--- src/design/lzsc_pkg.sv ---
// Shared constants and types for the LZSS window compressor.
`timescale 1ns / 1ps
package lzsc_pkg;

	localparam int WINDOW_SIZE = 4096;
	localparam int ADDR_W      = $clog2(WINDOW_SIZE);
	localparam int MAX_MATCH   = 18;
	localparam int CNT_W       = $clog2(MAX_MATCH + 1);
	localparam int DIST_W      = $clog2(WINDOW_SIZE + 1);
	localparam int GROUP_CMDS  = 8;
	localparam int GROUP_BYTES = 16;
	localparam int GIDX_W      = $clog2(GROUP_BYTES);
	localparam int FILL_W      = $clog2(GROUP_BYTES + 1);
	localparam int CMDS_W      = $clog2(GROUP_CMDS + 1);
	localparam int TOTAL_W     = 24;
	localparam int MIN_MATCH   = 3;

	localparam logic [ADDR_W-1:0]  RING_OFFSET = ADDR_W'(12'h012);
	localparam logic [TOTAL_W-1:0] TOTAL_MAX   = {TOTAL_W{1'b1}};

	// control shared by every cell of the lookahead chain
	typedef struct packed {
		logic load;    // write the arriving byte into the selected cell
		logic shift;   // move every byte one cell toward the head
		logic clr_run; // drop all partial matches
		logic cmp_en;  // a history byte is present this cycle
	} cell_ctrl_t;

endpackage

--- src/design/lzsc_cell.sv ---
// One lookahead cell: holds a byte and the partial-match flag for its offset.
`timescale 1ns / 1ps
module lzsc_cell (
	input  logic                clk,
	input  logic                arst_n,
	input  lzsc_pkg::cell_ctrl_t ctrl,
	input  logic                load_sel,
	input  logic [7:0]          load_byte,
	input  logic [7:0]          next_byte,
	input  logic [7:0]          hist_byte,
	input  logic                run_in,
	input  logic                active,
	output logic [7:0]          byte_q,
	output logic                run_q,
	output logic                run_next
);
	import lzsc_pkg::*;

	// extend the neighbor's match by one byte when this cell agrees
	assign run_next = run_in & active & (hist_byte == byte_q);

	// hold, load or advance the lookahead byte
	always_ff @(posedge clk) begin
		if (ctrl.load && load_sel) begin
			byte_q <= load_byte;
		end else if (ctrl.shift) begin
			byte_q <= next_byte;
		end
	end

	// partial-match flag handed to the next cell
	always_ff @(posedge clk or negedge arst_n) begin
		if (!arst_n) begin
			run_q <= 1'b0;
		end else if (ctrl.clr_run) begin
			run_q <= 1'b0;
		end else if (ctrl.cmp_en) begin
			run_q <= run_next;
		end
	end

endmodule

--- config.mk ---
export PLATFORM = sky130hd
export DESIGN_NAME = lzsc_cell
export DESIGN_NICKNAME = d
export VERILOG_FILES = /design/src/design/lzsc_pkg.sv /design/src/design/lzsc_cell.sv
export SDC_FILE = /design/constraint.sdc
export NUM_CORES = 1
export LEC_CHECK = 0
export ABC_AREA = 1
export BUFFER_PORTS_ARGS = -buffer_cell sky130_fd_sc_hd__buf_2
export CELL_PAD_IN_SITES_DETAIL_PLACEMENT = 2
export CELL_PAD_IN_SITES_GLOBAL_PLACEMENT = 2
export CORE_MARGIN = 2
export CORE_UTILIZATION = 22
export CTS_BUF_LIST = sky130_fd_sc_hd__clkbuf_4
export CTS_CLUSTER_DIAMETER = 60
export DETAILED_ROUTE_END_ITERATION = 12
export GPL_TIMING_DRIVEN = 0
export PLACE_DENSITY = 0.85
export SLEW_MARGIN = 20
export SYNTH_ARGS = -nofsm -noshare
export SYNTH_HDL_FRONTEND = slang
export SYNTH_SLANG_ARGS = --single-unit
--- constraint.sdc ---
create_clock -name clk -period 2.7 [get_ports clk]
set_input_delay 0.81 -clock clk [delete_from_list [all_inputs] [get_ports clk]]
set_output_delay 0.81 -clock clk [all_outputs]
set_load 0.02 [all_outputs]
==> reports/results.ini <==
[status]
status = finished, final reports clean

[flow_run]
drv_cap = 0

[cts]
cts_tree = yes
cts_buffers = 3
postCtsSetupRepairBufs = 0
cts_sinks = 9
clk-insertion-delay-late_ns = 0.25
hold_buffers = 0
cts_max_level = 1
ctsRootBufferMaster = clkbuf_4
cts.path.max_buffers = 2
cts_resized = 0
clk_pin_slew_ns = 0.06

[yosys]
synth_top_family_by_area = simple AND/OR/NAND/NOR gates
syn_nets = 96
yosys_register_bits = 9
synth_top_cell_by_area = edfxtp_1
netlist.area_leader.share_pct = 42.7
synth_mux_area_share_pct = 16.0
synthCells = 63
synth_xor_area_share_pct = 3.11
synth-simple-area-share_pct = 21.6
syn-cell-area_sq_um = 563
synthAdderAreaFrac_pct = 0
ys_seq_area_share_pct = 47.1
avgSynthCellArea_sq_um = 8.94
synth_compound_area_share_pct = 2.89
ys_top_cells_by_area = edfxtp_1 43%, mux2_2 16%, nand2_1 12%
ys_warn_count = 0
ys_types = 13

[cells_and_area]
final_common_cell = buf_2
nNetsFinal = 143
stdcell_count = 139
fill_cells = 296
layout-drive-gt1-share_pct = 56.9
synthToLayoutAreaGrowth_pct = 49.3
fin_util_pct = 34.3
n_antenna_cell = 0
mostFrequentLayoutCells = 42 x buf_2, 18 x nand2_1, 12 x inv_1, 8 x mux2_2, 8 x edfxtp_1

[die]
die_area_sq_um = 2980
initial_core_util_pct = 22.9
num_rows = 18
dieHeight_um = 54.6
ios = 43
die_x_um = 54.6
coreArea_sq_um = 2450

[route]
vias = 578
ant_nets = 0
drc_errors = 0
routedWlPerCell_um = 11.0
drt-initial-drc-count = 4
wirelength_um = 1530
viasPerCell = 4.16
dr.pass1.iters = 2

[sta]
setup-tns-final_ns = 0
max_freq_mhz = 417
setup_viol = 0
period_share_pct = 88.7
fin_ws_ns = 0.304
finClkSkew_ns = 0.000914
worstMarginPinSlew_ns = 0.355
relSlewSlack_pct = 76.3
rsz0062_at_grt = false
hold_viol_final = 0
maxSlewViolCount = 0
min_period_ns = 2.40

[placement]
dpl.hpwl_um = 1350
gp_congestion = 0.644
place_inst = 135
post-place-ws_ns = 0.264
io_buffer_count = 42

[critical_path]
worst_setup_path_start_kind = input pin
critPathKind = in -> out
timing.rr.start = byte_q[2]$_DFFE_PP_
crit_start = hist_byte[2]
rr_endpoint = run_q$_DFFE_PN0P_
ff2ff_path_depth = 7
worstPathRequired_ns = 1.89
r2r_slack_ns = 1.64
worstPathArrival_ns = 1.59
critPathCaptureType = output port
cp_max_fo = 2

[power_and_ir_drop]
p_leak_nw = 0.471
ir_drop_mv = 0.319
powerDensity_nw_per_um2 = 476
finalPower_mw = 0.400

[global_routing]
antenna_found_initial = 0
grt_usage_pct = 11.3
grt-ovfl-total = 0
grt_pass1_wl_um = 2390
grt_max_degree = 10
grt_pass1_vias = 583

[hold_path]
worstHoldPathType = in -> async

## registers in the layout, summed over array words and instances, names as in the netlist
name,count
run_q,1
byte_q,8
## stage by stage
stage | hold slack (ns) | area [sq um]
global placement | 0.524 | 811
global route | 0.303 | 841
detailed placement | 0.546 | 811
floorplan | 0.514 | 563
CTS | 0.314 | 841
finish | 0.317 | 841
## layer usage
| layer | share of wire (%) | GRT usage, % | routed length, um |
|---|---|---|---|
| met5 | 0 | 0 | 0 |
| met4 | 0.78 | 5.00 | 12 |
| met3 | 12 | 4.10 | 178 |
| met2 | 46 | 18.1 | 701 |
| met1 | 42 | 13.5 | 639 |
## area by class of cell
cell class / instances / area (sq um) / area share [%]
Inverter: 14 / 52.6 / 6.25
Sequential cell: 9 / 265 / 31.5
Multi-Input combinational cell: 40 / 245 / 29.2
Clock buffer: 4 / 30.0 / 3.57
Tap cell: 30 / 37.5 / 4.46
Timing Repair Buffer: 42 / 210 / 25.0
## kinds of logic (layout without fill, tap and decap cells)
family | after synthesis | after routing
AND/OR/NAND/NOR | 28 | 28
XOR/XNOR | 2 | 2
flip-flops | 9 | 9
AO/OA/AOI/OAI | 2 | 2
multiplexers | 8 | 8
buffers and inverters | 14 | 60
## worst max-delay path by stage
stage               end  slack (ns)  cells after the start
2_1_floorplan  run_next        0.55                      7
3_3_place_gp   run_next        0.33                      9
3_5_place_dp   run_next        0.26                      9
4_1_cts        run_next        0.26                      9
5_1_grt        run_next        0.18                      9
6_report       run_next        0.30                      9
## worst max-delay path: stages
cell and delay, ns:
buf_2 0.11, inv_1 0.05, nand2_1 0.05, nand2_1 0.06
nand2_1 0.05, nor2_1 0.12, nand3_2 0.11, inv_1 0.06
buf_2 0.16
## synthesized netlist by cell type
master	count
xor2_1	2
nor2_2	1
nand3_2	1
mux2_2	8
a21oi_2	1
inv_2	2
o21bai_1	1
edfxtp_1	8
nand2_2	3
nand2_1	18
inv_1	12
nor2_1	5
dfrtp_1	1
## power breakdown
part	internal, mW	leakage, nW	switching, mW
logic	0.0471	0.359	0.0580
clock network	0.0670	0.0184	0.0478
registers	0.170	0.0933	0.0102
total	0.284	0.471	0.116
(Power assumes the default switching activity.)
